<file path="config.mk">
export PLATFORM = sky130hd
export DESIGN_NAME = pot_smoothing_volume_map_flat
export DESIGN_NICKNAME = d
export VERILOG_FILES = /design/src/sv/pvm_pkg.sv /design/src/sv/pvm_if.sv /design/src/sv/pot_smoothing_volume_map.sv /design/src/sv/pvm_mac.sv /design/src/sv/pvm_seq.sv /design/src/flat_wrapper.sv
export SDC_FILE = /design/constraint.sdc
export NUM_CORES = 2
export LEC_CHECK = 0
export BUFFER_PORTS_ARGS = -buffer_cell sky130_fd_sc_hd__buf_2
export CAP_MARGIN = 20
export CORE_ASPECT_RATIO = 0.9
export CORE_MARGIN = 2
export CORE_UTILIZATION = 40
export CTS_CLUSTER_DIAMETER = 200
export DETAILED_ROUTE_END_ITERATION = 16
export GPL_TIMING_DRIVEN = 0
export HOLD_SLACK_MARGIN = 0.12
export SYNTH_ARGS = -nofsm -noshare
export SYNTH_HDL_FRONTEND = slang
export SYNTH_SLANG_ARGS = --single-unit
</file>
<file path="constraint.sdc">
create_clock -name i_clk -period 11.25 [get_ports i_clk]
set_clock_uncertainty 0.15 [all_clocks]
set_input_delay 1.125 -clock i_clk [delete_from_list [all_inputs] [get_ports i_clk]]
set_output_delay 1.125 -clock i_clk [all_outputs]
set_load 0.05 [all_outputs]
</file>
<file path="src/sv/pvm_pkg.sv">
// Shared types, constants and helpers for the pot smoothing and volume map block.
`timescale 1ns / 1ps

package pvm_pkg;

    localparam int NUM_CH    = 4;
    localparam int Y_W       = 16;  // stored filter output, signed
    localparam int GAIN_W    = 16;  // tone gain, all fraction bits
    localparam int BW        = 17;  // B operand: covers signed 16 and unsigned up to 16
    localparam int CNT_W     = 3;
    localparam int CFG_IDX_W = 3;
    localparam int CFG_W     = 16;

    localparam logic [CNT_W-1:0] MAC_LAST = 3'd5;
    localparam logic [CNT_W-1:0] MAP_LAST = 3'd4;

    // Coefficient magnitudes with 31 fraction bits
    localparam longint unsigned B0_Q31     = 64'd28688664;
    localparam longint unsigned B1_Q31     = 64'd57377327;
    localparam longint unsigned A1_Q31     = 64'd3537893368;
    localparam longint unsigned A2_MAG_Q31 = 64'd1505164374;

    localparam logic [CFG_IDX_W-1:0] CFG_TREBLE_GAIN   = 3'd0;
    localparam logic [CFG_IDX_W-1:0] CFG_MIDDLE_GAIN   = 3'd1;
    localparam logic [CFG_IDX_W-1:0] CFG_BASS_GAIN     = 3'd2;
    localparam logic [CFG_IDX_W-1:0] CFG_TREBLE_NEGATE = 3'd3;
    localparam logic [CFG_IDX_W-1:0] CFG_MIDDLE_NEGATE = 3'd4;
    localparam logic [CFG_IDX_W-1:0] CFG_BASS_NEGATE   = 3'd5;

    localparam logic [GAIN_W-1:0] TREBLE_GAIN_RST = 16'd29491;
    localparam logic [GAIN_W-1:0] MIDDLE_GAIN_RST = 16'd29491;
    localparam logic [GAIN_W-1:0] BASS_GAIN_RST   = 16'd24904;

    typedef enum logic [2:0] {
        ST_IDLE,
        ST_MAC,
        ST_FIN,
        ST_MAP,
        ST_OUT
    } t_state;

    typedef enum logic [2:0] {
        OP_B0_X,
        OP_B1_X1,
        OP_B0_X2,
        OP_A1_Y1,
        OP_A2_Y2,
        OP_SQUARE,
        OP_GAIN
    } t_op;

    typedef struct packed {
        logic       mul_en;
        t_op        op;
        logic [1:0] ch;
        logic       acc_load;
        logic       acc_add;
        logic       fin;
        logic       map_cap;
        logic [1:0] cap_ch;
        logic       out_load;
    } t_ctrl;

    // Round a Q31 magnitude to nearest at the given number of fraction bits
    function automatic longint to_coef(input longint unsigned q31, input int frac);
        longint unsigned t;
        t = q31 >> (31 - frac - 1);
        return longint'((t + 64'd1) >> 1);
    endfunction

endpackage

</file>
<file path="src/sv/pvm_if.sv">
// Handshake interfaces for the knob readings and the mapped levels.
`timescale 1ns / 1ps

interface pvm_in_if #(
    parameter int SAMPLE_BITS = 12
);
    logic                   valid;
    logic                   ready;
    logic [SAMPLE_BITS-1:0] master_raw;
    logic [SAMPLE_BITS-1:0] treble_raw;
    logic [SAMPLE_BITS-1:0] middle_raw;
    logic [SAMPLE_BITS-1:0] bass_raw;

    modport source (output valid, output master_raw, output treble_raw,
                    output middle_raw, output bass_raw, input ready);
    modport sink   (input valid, input master_raw, input treble_raw,
                    input middle_raw, input bass_raw, output ready);
endinterface

interface pvm_out_if #(
    parameter int SAMPLE_BITS = 12
);
    logic                        valid;
    logic                        ready;
    logic [SAMPLE_BITS-1:0]      master_level;
    logic signed [SAMPLE_BITS:0] treble_level;
    logic signed [SAMPLE_BITS:0] middle_level;
    logic signed [SAMPLE_BITS:0] bass_level;

    modport source (output valid, output master_level, output treble_level,
                    output middle_level, output bass_level, input ready);
    modport sink   (input valid, input master_level, input treble_level,
                    input middle_level, input bass_level, output ready);
endinterface

</file>
<file path="src/sv/pot_smoothing_volume_map.sv">
// Top level: four biquad-smoothed knob readings mapped to master and tone levels.
`timescale 1ns / 1ps
//
//  channel   dir  handshake          payload
//  i_pot     in   valid / ready      master_raw, treble_raw, middle_raw, bass_raw
//  o_level   out  valid / ready      master_level, treble_level, middle_level, bass_level
//  i_cfg_*   in   i_cfg_we           i_cfg_idx (register), i_cfg_wdata
//
//  One transaction runs four channels in turn (five multiplies on the shared
//  multiplier, one last add, one finalise each), then the mapping products and
//  one load into the output register; the multiplier sets this. A new transaction
//  is taken only once the previous one has been loaded and the sequencer is idle.
//  i_pot.ready is high only while idle; a waiting result does not block acceptance,
//  but a finished transaction holds in place until the output register is free.
//  Reset is synchronous and clears the filter history, configuration, output valid and control.

module pot_smoothing_volume_map
    import pvm_pkg::*;
#(
    parameter int SAMPLE_BITS    = 12,
    parameter int COEF_FRAC_BITS = 22
) (
    input  logic                 i_clk,
    input  logic                 i_rst_n,
    pvm_in_if.sink               i_pot,
    pvm_out_if.source            o_level,
    input  logic                 i_cfg_we,
    input  logic [CFG_IDX_W-1:0] i_cfg_idx,
    input  logic [CFG_W-1:0]     i_cfg_wdata
);

    localparam int S     = SAMPLE_BITS;
    localparam int AW    = (COEF_FRAC_BITS + 2 > GAIN_W + 1) ? COEF_FRAC_BITS + 2 : GAIN_W + 1;
    localparam int PW    = AW + BW;
    localparam int ACC_W = PW + 3;
    localparam int QW    = ACC_W - COEF_FRAC_BITS;

    localparam logic signed [AW-1:0] C_B0  = AW'(to_coef(B0_Q31, COEF_FRAC_BITS));
    localparam logic signed [AW-1:0] C_B1  = AW'(to_coef(B1_Q31, COEF_FRAC_BITS));
    localparam logic signed [AW-1:0] C_A1  = AW'(to_coef(A1_Q31, COEF_FRAC_BITS));
    localparam logic signed [AW-1:0] C_A2N = AW'(-to_coef(A2_MAG_Q31, COEF_FRAC_BITS));

    localparam logic signed [QW-1:0] Q_MAX = QW'(32767);
    localparam logic signed [QW-1:0] Q_MIN = QW'(-32768);
    localparam logic [S-1:0]         FS    = {S{1'b1}};

    t_ctrl ctrl;
    logic  seq_ready;
    logic  accept;

    logic [S-1:0]            r_x        [0:NUM_CH-1];
    logic [S-1:0]            r_past_in  [0:2*NUM_CH-1];
    logic signed [Y_W-1:0]   r_past_out [0:2*NUM_CH-1];
    logic [S-1:0]            r_lvl      [0:NUM_CH-1];
    logic [GAIN_W-1:0]       r_gain     [1:NUM_CH-1];
    logic                    r_neg      [1:NUM_CH-1];
    logic [S-1:0]            r_res_master;
    logic signed [S:0]       r_res_tone [1:NUM_CH-1];

    logic                    r_out_valid;
    logic [S-1:0]            r_out_master;
    logic signed [S:0]       r_out_tone [1:NUM_CH-1];

    logic signed [AW-1:0]    op_a;
    logic signed [BW-1:0]    op_b;
    logic signed [PW-1:0]    prod;
    logic signed [ACC_W-1:0] acc;

    logic [2:0]              idx0, idx1;
    logic signed [QW-1:0]    q_floor, q_tz;
    logic signed [Y_W-1:0]   y_sat;
    logic signed [Y_W:0]     y_ext;
    logic [S-1:0]            lvl;

    logic [S-1:0]            sq_hi, sq_lo, sq_level;
    logic [S:0]              sq_sum;
    logic [S-1:0]            tone_mag;
    logic signed [S:0]       tone_level;

    assign accept      = i_pot.valid && seq_ready;
    assign i_pot.ready = seq_ready;

    pvm_seq u_seq (
        .i_clk      (i_clk),
        .i_rst_n    (i_rst_n),
        .i_start    (accept),
        .i_out_free (!r_out_valid || o_level.ready),
        .o_ready    (seq_ready),
        .o_ctrl     (ctrl)
    );

    pvm_mac #(
        .AW    (AW),
        .BW_P  (BW),
        .ACC_W (ACC_W)
    ) u_mac (
        .i_clk  (i_clk),
        .i_ctrl (ctrl),
        .i_a    (op_a),
        .i_b    (op_b),
        .o_prod (prod),
        .o_acc  (acc)
    );

    // Operand selection for the shared multiplier
    assign idx0 = {ctrl.ch, 1'b0};
    assign idx1 = {ctrl.ch, 1'b1};

    always_comb begin
        case (ctrl.op)
            OP_B0_X, OP_B0_X2: op_a = C_B0;
            OP_B1_X1:          op_a = C_B1;
            OP_A1_Y1:          op_a = C_A1;
            OP_A2_Y2:          op_a = C_A2N;
            OP_SQUARE:         op_a = {{(AW-S){1'b0}}, r_lvl[0]};
            OP_GAIN:           op_a = {{(AW-GAIN_W){1'b0}}, r_gain[ctrl.ch]};
            default:           op_a = '0;
        endcase
        case (ctrl.op)
            OP_B0_X:   op_b = {{(BW-S){1'b0}}, r_x[ctrl.ch]};
            OP_B1_X1:  op_b = {{(BW-S){1'b0}}, r_past_in[idx0]};
            OP_B0_X2:  op_b = {{(BW-S){1'b0}}, r_past_in[idx1]};
            OP_A1_Y1:  op_b = {{(BW-Y_W){r_past_out[idx0][Y_W-1]}}, r_past_out[idx0]};
            OP_A2_Y2:  op_b = {{(BW-Y_W){r_past_out[idx1][Y_W-1]}}, r_past_out[idx1]};
            OP_SQUARE: op_b = {{(BW-S){1'b0}}, r_lvl[0]};
            OP_GAIN:   op_b = {{(BW-S){1'b0}}, r_lvl[ctrl.ch]};
            default:   op_b = '0;
        endcase
    end

    // Finalise: truncate toward zero, saturate to 16 bits, clamp to 0..full scale
    always_comb begin
        q_floor = QW'(acc >>> COEF_FRAC_BITS);
        q_tz    = q_floor;
        if (acc[ACC_W-1] && (acc[COEF_FRAC_BITS-1:0] != '0)) begin
            q_tz = q_floor + QW'(1);
        end
        if (q_tz > Q_MAX) begin
            y_sat = Y_W'(Q_MAX);
        end else if (q_tz < Q_MIN) begin
            y_sat = Y_W'(Q_MIN);
        end else begin
            y_sat = q_tz[Y_W-1:0];
        end
        y_ext = {y_sat[Y_W-1], y_sat};
        if (y_ext <= 0) begin
            lvl = '0;
        end else if (y_ext >= $signed({{(Y_W+1-S){1'b0}}, FS})) begin
            lvl = FS;
        end else begin
            lvl = y_ext[S-1:0];
        end
    end

    // Square law: p / (2^S - 1) = hi + (hi + lo) / (2^S - 1), the latter 0..2
    always_comb begin
        sq_hi  = prod[2*S-1:S];
        sq_lo  = prod[S-1:0];
        sq_sum = {1'b0, sq_hi} + {1'b0, sq_lo};
        if (sq_sum >= {FS, 1'b0}) begin
            sq_level = sq_hi + S'(2);
        end else if (sq_sum >= {1'b0, FS}) begin
            sq_level = sq_hi + S'(1);
        end else begin
            sq_level = sq_hi;
        end
        tone_mag = prod[GAIN_W +: S];
        if (r_neg[ctrl.cap_ch]) begin
            tone_level = -$signed({1'b0, tone_mag});
        end else begin
            tone_level = $signed({1'b0, tone_mag});
        end
    end

    // Filter history
    always_ff @(posedge i_clk) begin
        if (!i_rst_n) begin
            for (int i = 0; i < 2 * NUM_CH; i++) begin
                r_past_in[i]  <= '0;
                r_past_out[i] <= '0;
            end
        end else if (ctrl.fin) begin
            r_past_in[idx1]  <= r_past_in[idx0];
            r_past_in[idx0]  <= r_x[ctrl.ch];
            r_past_out[idx1] <= r_past_out[idx0];
            r_past_out[idx0] <= y_sat;
        end
    end

    // Transaction payload and intermediate results
    always_ff @(posedge i_clk) begin
        if (accept) begin
            r_x[0] <= i_pot.master_raw;
            r_x[1] <= i_pot.treble_raw;
            r_x[2] <= i_pot.middle_raw;
            r_x[3] <= i_pot.bass_raw;
        end
        if (ctrl.fin) begin
            r_lvl[ctrl.ch] <= lvl;
        end
        if (ctrl.map_cap) begin
            if (ctrl.cap_ch == 2'd0) begin
                r_res_master <= sq_level;
            end else begin
                r_res_tone[ctrl.cap_ch] <= tone_level;
            end
        end
    end

    // Configuration registers
    always_ff @(posedge i_clk) begin
        if (!i_rst_n) begin
            r_gain[1] <= TREBLE_GAIN_RST;
            r_gain[2] <= MIDDLE_GAIN_RST;
            r_gain[3] <= BASS_GAIN_RST;
            r_neg[1]  <= 1'b0;
            r_neg[2]  <= 1'b0;
            r_neg[3]  <= 1'b0;
        end else if (i_cfg_we) begin
            unique case (i_cfg_idx)
                CFG_TREBLE_GAIN:   r_gain[1] <= i_cfg_wdata;
                CFG_MIDDLE_GAIN:   r_gain[2] <= i_cfg_wdata;
                CFG_BASS_GAIN:     r_gain[3] <= i_cfg_wdata;
                CFG_TREBLE_NEGATE: r_neg[1]  <= i_cfg_wdata[0];
                CFG_MIDDLE_NEGATE: r_neg[2]  <= i_cfg_wdata[0];
                CFG_BASS_NEGATE:   r_neg[3]  <= i_cfg_wdata[0];
                default: ;
            endcase
        end
    end

    // Output register
    always_ff @(posedge i_clk) begin
        if (!i_rst_n) begin
            r_out_valid <= 1'b0;
        end else if (ctrl.out_load) begin
            r_out_valid <= 1'b1;
        end else if (o_level.ready) begin
            r_out_valid <= 1'b0;
        end
    end

    always_ff @(posedge i_clk) begin
        if (ctrl.out_load) begin
            r_out_master  <= r_res_master;
            r_out_tone[1] <= r_res_tone[1];
            r_out_tone[2] <= r_res_tone[2];
            r_out_tone[3] <= r_res_tone[3];
        end
    end

    assign o_level.valid        = r_out_valid;
    assign o_level.master_level = r_out_master;
    assign o_level.treble_level = r_out_tone[1];
    assign o_level.middle_level = r_out_tone[2];
    assign o_level.bass_level   = r_out_tone[3];

    // Checks
    a_busy_after_accept: assert property (@(posedge i_clk) disable iff (!i_rst_n)
        accept |=> !i_pot.ready)
        else $error("input ready straight after a transaction was taken");

    a_fin_mult_idle: assert property (@(posedge i_clk) disable iff (!i_rst_n)
        ctrl.fin |-> !ctrl.mul_en && !ctrl.acc_add && !ctrl.acc_load)
        else $error("finalise overlaps multiplier activity");

    a_add_after_load: assert property (@(posedge i_clk) disable iff (!i_rst_n)
        ctrl.acc_add |-> $past(ctrl.acc_load || ctrl.acc_add))
        else $error("accumulate without a preceding load");

    a_square_in_range: assert property (@(posedge i_clk) disable iff (!i_rst_n)
        (ctrl.map_cap && ctrl.cap_ch == 2'd0) |-> sq_level <= FS)
        else $error("square-law level beyond full scale");

endmodule

</file>
<file path="src/sv/pvm_mac.sv">
// Shared signed multiplier with registered product and accumulator.
`timescale 1ns / 1ps

module pvm_mac
    import pvm_pkg::*;
#(
    parameter int AW    = 24,
    parameter int BW_P  = 17,
    parameter int ACC_W = 44
) (
    input  logic                          i_clk,
    input  t_ctrl                         i_ctrl,
    input  logic signed [AW-1:0]          i_a,
    input  logic signed [BW_P-1:0]        i_b,
    output logic signed [AW+BW_P-1:0]     o_prod,
    output logic signed [ACC_W-1:0]       o_acc
);

    localparam int PW = AW + BW_P;

    logic signed [PW-1:0]    r_prod;
    logic signed [PW-1:0]    n_prod;
    logic signed [ACC_W-1:0] r_acc;
    logic signed [ACC_W-1:0] prod_ext;

    assign n_prod   = i_a * i_b;
    assign prod_ext = {{(ACC_W-PW){r_prod[PW-1]}}, r_prod};

    always_ff @(posedge i_clk) begin
        if (i_ctrl.mul_en) begin
            r_prod <= n_prod;
        end
        if (i_ctrl.acc_load) begin
            r_acc <= prod_ext;
        end else if (i_ctrl.acc_add) begin
            r_acc <= r_acc + prod_ext;
        end
    end

    assign o_prod = r_prod;
    assign o_acc  = r_acc;

endmodule

</file>
<file path="src/sv/pvm_seq.sv">
// Sequencer stepping the shared multiplier through filter and map products.
`timescale 1ns / 1ps

module pvm_seq
    import pvm_pkg::*;
(
    input  logic  i_clk,
    input  logic  i_rst_n,
    input  logic  i_start,
    input  logic  i_out_free,
    output logic  o_ready,
    output t_ctrl o_ctrl
);

    t_state           r_state, n_state;
    logic [CNT_W-1:0] r_cnt, n_cnt;
    logic [1:0]       r_ch, n_ch;

    always_ff @(posedge i_clk) begin
        if (!i_rst_n) begin
            r_state <= ST_IDLE;
            r_cnt   <= '0;
            r_ch    <= '0;
        end else begin
            r_state <= n_state;
            r_cnt   <= n_cnt;
            r_ch    <= n_ch;
        end
    end

    always_comb begin
        n_state = r_state;
        n_cnt   = r_cnt;
        n_ch    = r_ch;
        o_ctrl  = '0;
        o_ctrl.op = OP_B0_X;
        unique case (r_state)
            ST_IDLE: begin
                if (i_start) begin
                    n_state = ST_MAC;
                    n_cnt   = '0;
                    n_ch    = '0;
                end
            end
            ST_MAC: begin
                // product k issued at count k and registered, summed at the next count
                o_ctrl.ch       = r_ch;
                o_ctrl.mul_en   = (r_cnt != MAC_LAST);
                o_ctrl.acc_load = (r_cnt == CNT_W'(1));
                o_ctrl.acc_add  = (r_cnt > CNT_W'(1));
                case (r_cnt)
                    3'd0:    o_ctrl.op = OP_B0_X;
                    3'd1:    o_ctrl.op = OP_B1_X1;
                    3'd2:    o_ctrl.op = OP_B0_X2;
                    3'd3:    o_ctrl.op = OP_A1_Y1;
                    default: o_ctrl.op = OP_A2_Y2;
                endcase
                if (r_cnt == MAC_LAST) begin
                    n_state = ST_FIN;
                end else begin
                    n_cnt = r_cnt + CNT_W'(1);
                end
            end
            ST_FIN: begin
                o_ctrl.fin = 1'b1;
                o_ctrl.ch  = r_ch;
                n_cnt      = '0;
                if (r_ch == 2'(NUM_CH - 1)) begin
                    n_state = ST_MAP;
                end else begin
                    n_ch    = r_ch + 2'd1;
                    n_state = ST_MAC;
                end
            end
            ST_MAP: begin
                o_ctrl.mul_en  = (r_cnt != MAP_LAST);
                o_ctrl.op      = (r_cnt == '0) ? OP_SQUARE : OP_GAIN;
                o_ctrl.ch      = r_cnt[1:0];
                o_ctrl.map_cap = (r_cnt != '0);
                o_ctrl.cap_ch  = r_cnt[1:0] - 2'd1;
                if (r_cnt == MAP_LAST) begin
                    n_state = ST_OUT;
                end else begin
                    n_cnt = r_cnt + CNT_W'(1);
                end
            end
            ST_OUT: begin
                if (i_out_free) begin
                    o_ctrl.out_load = 1'b1;
                    n_state         = ST_IDLE;
                end
            end
            default: n_state = ST_IDLE;
        endcase
    end

    assign o_ready = (r_state == ST_IDLE);

endmodule
</file>
<file path="src/flat_wrapper.sv">
// flat-port wrapper written by rule: the top's interface ports become plain ports
module pot_smoothing_volume_map_flat import pvm_pkg::*;
#(
    parameter int SAMPLE_BITS    = 12,
    parameter int COEF_FRAC_BITS = 22
)
  (i_clk, i_rst_n, i_cfg_we, i_cfg_idx, i_cfg_wdata, i_pot_valid, i_pot_master_raw, i_pot_treble_raw, i_pot_middle_raw, i_pot_bass_raw, i_pot_ready, o_level_valid, o_level_master_level, o_level_treble_level, o_level_middle_level, o_level_bass_level, o_level_ready);
  pvm_in_if #(.SAMPLE_BITS(SAMPLE_BITS)) i_pot_i ();
  pvm_out_if #(.SAMPLE_BITS(SAMPLE_BITS)) o_level_i ();
  input  logic i_clk;
  input  logic i_rst_n;
  input  logic i_cfg_we;
  input  logic [CFG_IDX_W-1:0] i_cfg_idx;
  input  logic [CFG_W-1:0] i_cfg_wdata;
  input wire logic [$bits(i_pot_i.valid)-1:0] i_pot_valid;
  input wire logic [$bits(i_pot_i.master_raw)-1:0] i_pot_master_raw;
  input wire logic [$bits(i_pot_i.treble_raw)-1:0] i_pot_treble_raw;
  input wire logic [$bits(i_pot_i.middle_raw)-1:0] i_pot_middle_raw;
  input wire logic [$bits(i_pot_i.bass_raw)-1:0] i_pot_bass_raw;
  output wire logic [$bits(i_pot_i.ready)-1:0] i_pot_ready;
  output wire logic [$bits(o_level_i.valid)-1:0] o_level_valid;
  output wire logic [$bits(o_level_i.master_level)-1:0] o_level_master_level;
  output wire logic [$bits(o_level_i.treble_level)-1:0] o_level_treble_level;
  output wire logic [$bits(o_level_i.middle_level)-1:0] o_level_middle_level;
  output wire logic [$bits(o_level_i.bass_level)-1:0] o_level_bass_level;
  input wire logic [$bits(o_level_i.ready)-1:0] o_level_ready;
  assign i_pot_i.valid = i_pot_valid;
  assign i_pot_i.master_raw = i_pot_master_raw;
  assign i_pot_i.treble_raw = i_pot_treble_raw;
  assign i_pot_i.middle_raw = i_pot_middle_raw;
  assign i_pot_i.bass_raw = i_pot_bass_raw;
  assign i_pot_ready = i_pot_i.ready;
  assign o_level_valid = o_level_i.valid;
  assign o_level_master_level = o_level_i.master_level;
  assign o_level_treble_level = o_level_i.treble_level;
  assign o_level_middle_level = o_level_i.middle_level;
  assign o_level_bass_level = o_level_i.bass_level;
  assign o_level_i.ready = o_level_ready;
  pot_smoothing_volume_map #(.SAMPLE_BITS(SAMPLE_BITS), .COEF_FRAC_BITS(COEF_FRAC_BITS)) u_core (.i_clk(i_clk), .i_rst_n(i_rst_n), .i_pot(i_pot_i), .o_level(o_level_i), .i_cfg_we(i_cfg_we), .i_cfg_idx(i_cfg_idx), .i_cfg_wdata(i_cfg_wdata));
endmodule
</file>
==> out/metrics.cfg <==
[synthesis]
yosysSeqAreaShare_pct=40.83
synth_edf_count=558
async_reset_ff_share_pct=0
syn_inst=3844
synth_ff_type=edfxtp_1
yosysWarnings=0
avgSynthCellArea_um2=10.79
synth-seq-cells=567
synthDistinctLibCells=84
synth_area_mm2=0.04148

[worst_setup_path]
slowest_stage=or4b_2
r2r-start=u_core.u_seq.r_state[0]$_SDFFE_PN0P_
arrival_ns=11.18
setup.worst_path.class=register to register
reg2reg_to=u_core.u_mac.o_prod[38]$_DFFE_PP_
rr_worst_depth=38
crit_top_cell=fa_1
r2r_setup_slack_ns=0.45
worst_ep_required_time_ns=11.63
cp_max_fo=10
endpoint_kind=register
critical-path-top-delay-family=adder cells
critPathLaunch=u_core.u_seq.r_state[0]$_SDFFE_PN0P_
path_buf_inv=12
cp_slowest_stage_delay_ns=0.59
start_kind=register

[floorplan]
die_area_mm2=0.1063
row_count=112
initial_core_util_pct=40.16
dieHeight_um=309.5
design.portCount=125
core-area_mm2=0.1033
die_w_um=343.4

[sta]
hold_viol=0
max_freq_mhz=92.58
rsz0062_at_grt=no
layout_setup_ws_ns=0.4485
slew_headroom_pct=22.81
finalSetupTns_ns=0
setup_viol=0
drv_slew=0
finalCritPeriodShare_pct=96.01
worst_pin_slew_ns=1.150
fin_crit_ns=10.80

[clock_network]
clk_latency_ns=0.69
clock-sinks=567
cts_buffer_depth=3
cts_hold_buf=0
cts_root_buffer=clkbuf_16
cts_tree=built
cts_buffers=57
clk_pin_slew_ns=0.06
ctsHtreeMaxLevel=2

[final_layout]
nets=4717
syn_to_final_growth_pct=12.11
n_fill_cell=9665
drive_gt1_share_pct=10.54
layout.cells.non_filler=5490

[flow_run]
maxCapViolations=0

[global_route]
grt_pass1_wl_mm=185.1
antenna_found_initial=9
grt_pass1_vias=29593
grt_usage_pct=23.13
grt_overflow=0
grt_max_degree=52

[place]
dpl.cell_count=5374
dpl.hpwl_mm=96.03
numPortBuffers=124
gp_congestion=0.9543
place_ws_ns=-0.4040

[drt]
final_antenna_net_count=0
drcViolationCount=0
wl_mm=122.3
dr_total_vias=29758
drtIter0Drc=3036
first_pass_iters=5
wire_per_inst_um=22.28
viasPerCell=5.420

[status]
status=completed

[min_path]
whs_path_depth=0
min-delay-start=u_core.r_res_tone[1][7]$_DFFE_PP_
min_to=u_core.r_out_tone[0][20]$_DFFE_PP_
hp-class=register to register

[pwr]
peakVddDrop_mv=0.7358
powerDensity_mw_per_mm2=305.8
p_leak_nw=19.41

-- area by class of cell --
cell class              count  area (um^2)  area share, %
multi-input cells        2595        22060          47.45
flip-flops and latches    567        16940          36.42
inverters                 524         1967          4.230
well taps                1368         1712          3.681
clock buffers              64         1453          3.124
repair buffers            159         1061          2.282
plain buffers             173        830.8          1.787
clock inverters            35        461.7         0.9929
diodes                      5        12.51        0.02691
-- flip-flops by register name, indices dropped and copies added, names as in the netlist --
| register | flops |
|---|---|
| u_core.r_past_in | 96 |
| u_core.u_mac.o_prod | 41 |
| u_core.r_lvl | 48 |
| u_core.o_level.valid | 1 |
| u_core.o_level.master_level | 12 |
| u_core.r_x | 48 |
| u_core.u_seq.r_ch | 2 |
| u_core.r_out_tone | 39 |
| u_core.u_mac.o_acc | 44 |
| u_core.r_res_tone | 39 |
| u_core.r_neg | 3 |
| u_core.u_seq.r_cnt | 3 |
| u_core.r_past_out | 128 |
| u_core.r_gain | 48 |
| u_core.u_seq.r_state | 3 |
| u_core.r_res_master | 12 |
-- per-layer routing --
metal | GRT usage, % | vias to the layer above | share of wire (%)
met5 | 0 | - | 0.020
met4 | 8.165 | 4 | 3.9
met3 | 4.295 | 218 | 9.0
met2 | 35.47 | 1225 | 44
met1 | 32.90 | 14809 | 43
li1 | - | 13502 | -
-- cells in the mapped netlist, types with 8 or more instances --
cell | n | share of area [%]
o21ai_0 | 111 | 1.3
or3_1 | 27 | 0.41
a221oi_1 | 10 | 0.21
edfxtp_1 | 558 | 40
mux4_2 | 28 | 1.5
nand4_1 | 23 | 0.35
nor4_1 | 57 | 0.86
and2_1 | 47 | 0.71
o21bai_1 | 19 | 0.34
xor2_1 | 30 | 0.63
and3_1 | 23 | 0.35
o31ai_1 | 11 | 0.20
o21ai_1 | 11 | 0.13
o211ai_1 | 12 | 0.22
a31oi_1 | 29 | 0.44
mux2i_1 | 76 | 1.8
nand2_1 | 296 | 2.7
ha_1 | 181 | 5.5
buf_2 | 34 | 0.41
nor2_1 | 482 | 4.4
dfxtp_1 | 9 | 0.43
clkbuf_1 | 110 | 1.0
a22o_1 | 8 | 0.17
nand2b_1 | 63 | 0.95
o22ai_1 | 12 | 0.18
inv_1 | 524 | 4.7
buf_1 | 12 | 0.11
and4_1 | 18 | 0.38
fa_1 | 387 | 19
nand3_1 | 115 | 1.4
nor2b_1 | 23 | 0.35
xnor2_1 | 88 | 1.9
o21a_1 | 16 | 0.29
a21o_1 | 34 | 0.62
a21oi_1 | 133 | 1.6
buf_6 | 10 | 0.27
nor3_1 | 45 | 0.54
a211oi_1 | 18 | 0.33
or2_2 | 38 | 0.57
-- worst max path at each step --
stage / to / slack [ns] / depth (start not counted)
2_1_floorplan: u_core.u_mac.o_prod[38]$_DFFE_PP_ / 2.04 / 35
3_3_place_gp: u_core.u_mac.o_prod[39]$_DFFE_PP_ / -0.36 / 34
3_5_place_dp: u_core.u_mac.o_prod[39]$_DFFE_PP_ / -0.40 / 34
4_1_cts: u_core.u_mac.o_prod[39]$_DFFE_PP_ / 0.002 / 34
5_1_grt: u_core.u_mac.o_prod[39]$_DFFE_PP_ / 0.01 / 38
6_report: u_core.u_mac.o_prod[38]$_DFFE_PP_ / 0.45 / 38
-- what timing repair did --
item                       CTS  global route
buffers inserted             6             6
gates resized for setup     15            36
pin swaps                    5             4
setup endpoints to repair    7            10
-- cells by family (layout without fill, tap and decap cells) --
family / Yosys count / after routing / synth area share (%)
AND/OR/NAND/NOR: 1284 / 1284 / 14.43
multiplexers: 110 / 110 / 3.526
other: 2 / 22 / 0.01811
flip-flops: 567 / 567 / 40.83
AO/OA/AOI/OAI: 498 / 498 / 7.870
adder cells (fa/ha/maj): 568 / 568 / 24.14
buffers and inverters: 697 / 955 / 6.691
XOR/XNOR: 118 / 118 / 2.492
-- cell usage in the layout, fill, tap and decap left out, types with 28 or more instances in the layout --
cell,Yosys,final
mux4_2,28,28
nor4_1,57,57
buf_2,34,158
or2_2,38,38
nand2_1,296,296
xor2_1,30,30
nand2b_1,63,59
o21ai_0,111,107
nor2_1,482,481
xnor2_1,88,88
ha_1,181,181
edfxtp_1,558,558
nor3_1,45,39
a21oi_1,133,133
mux2i_1,76,76
and2_1,47,46
fa_1,387,387
nand3_1,115,115
a21o_1,34,34
clkbuf_16,0,57
inv_1,524,524
clkbuf_1,110,108
-- power breakdown --
group	switching (W)	internal (W)	total, W
clock	0.000864	0.00112	0.00198
sequential	0.000188	0.00294	0.00313
combinational	0.00542	0.00369	0.00911
-- metrics by stage --
stage	hold WS, ns	util [%]	cell area, um^2	power, W
global route	0.2663	45.01	46490	0.01557
finish	0.2628	45.02	46500	0.01422
detailed placement	0.2545	42.88	44280	0.01210
CTS	0.2615	44.85	46320	0.01413
floorplan	0.2503	-	41530	0.009907
global placement	0.2512	42.47	43870	0.01200
Power figures use the tool's default switching activity.
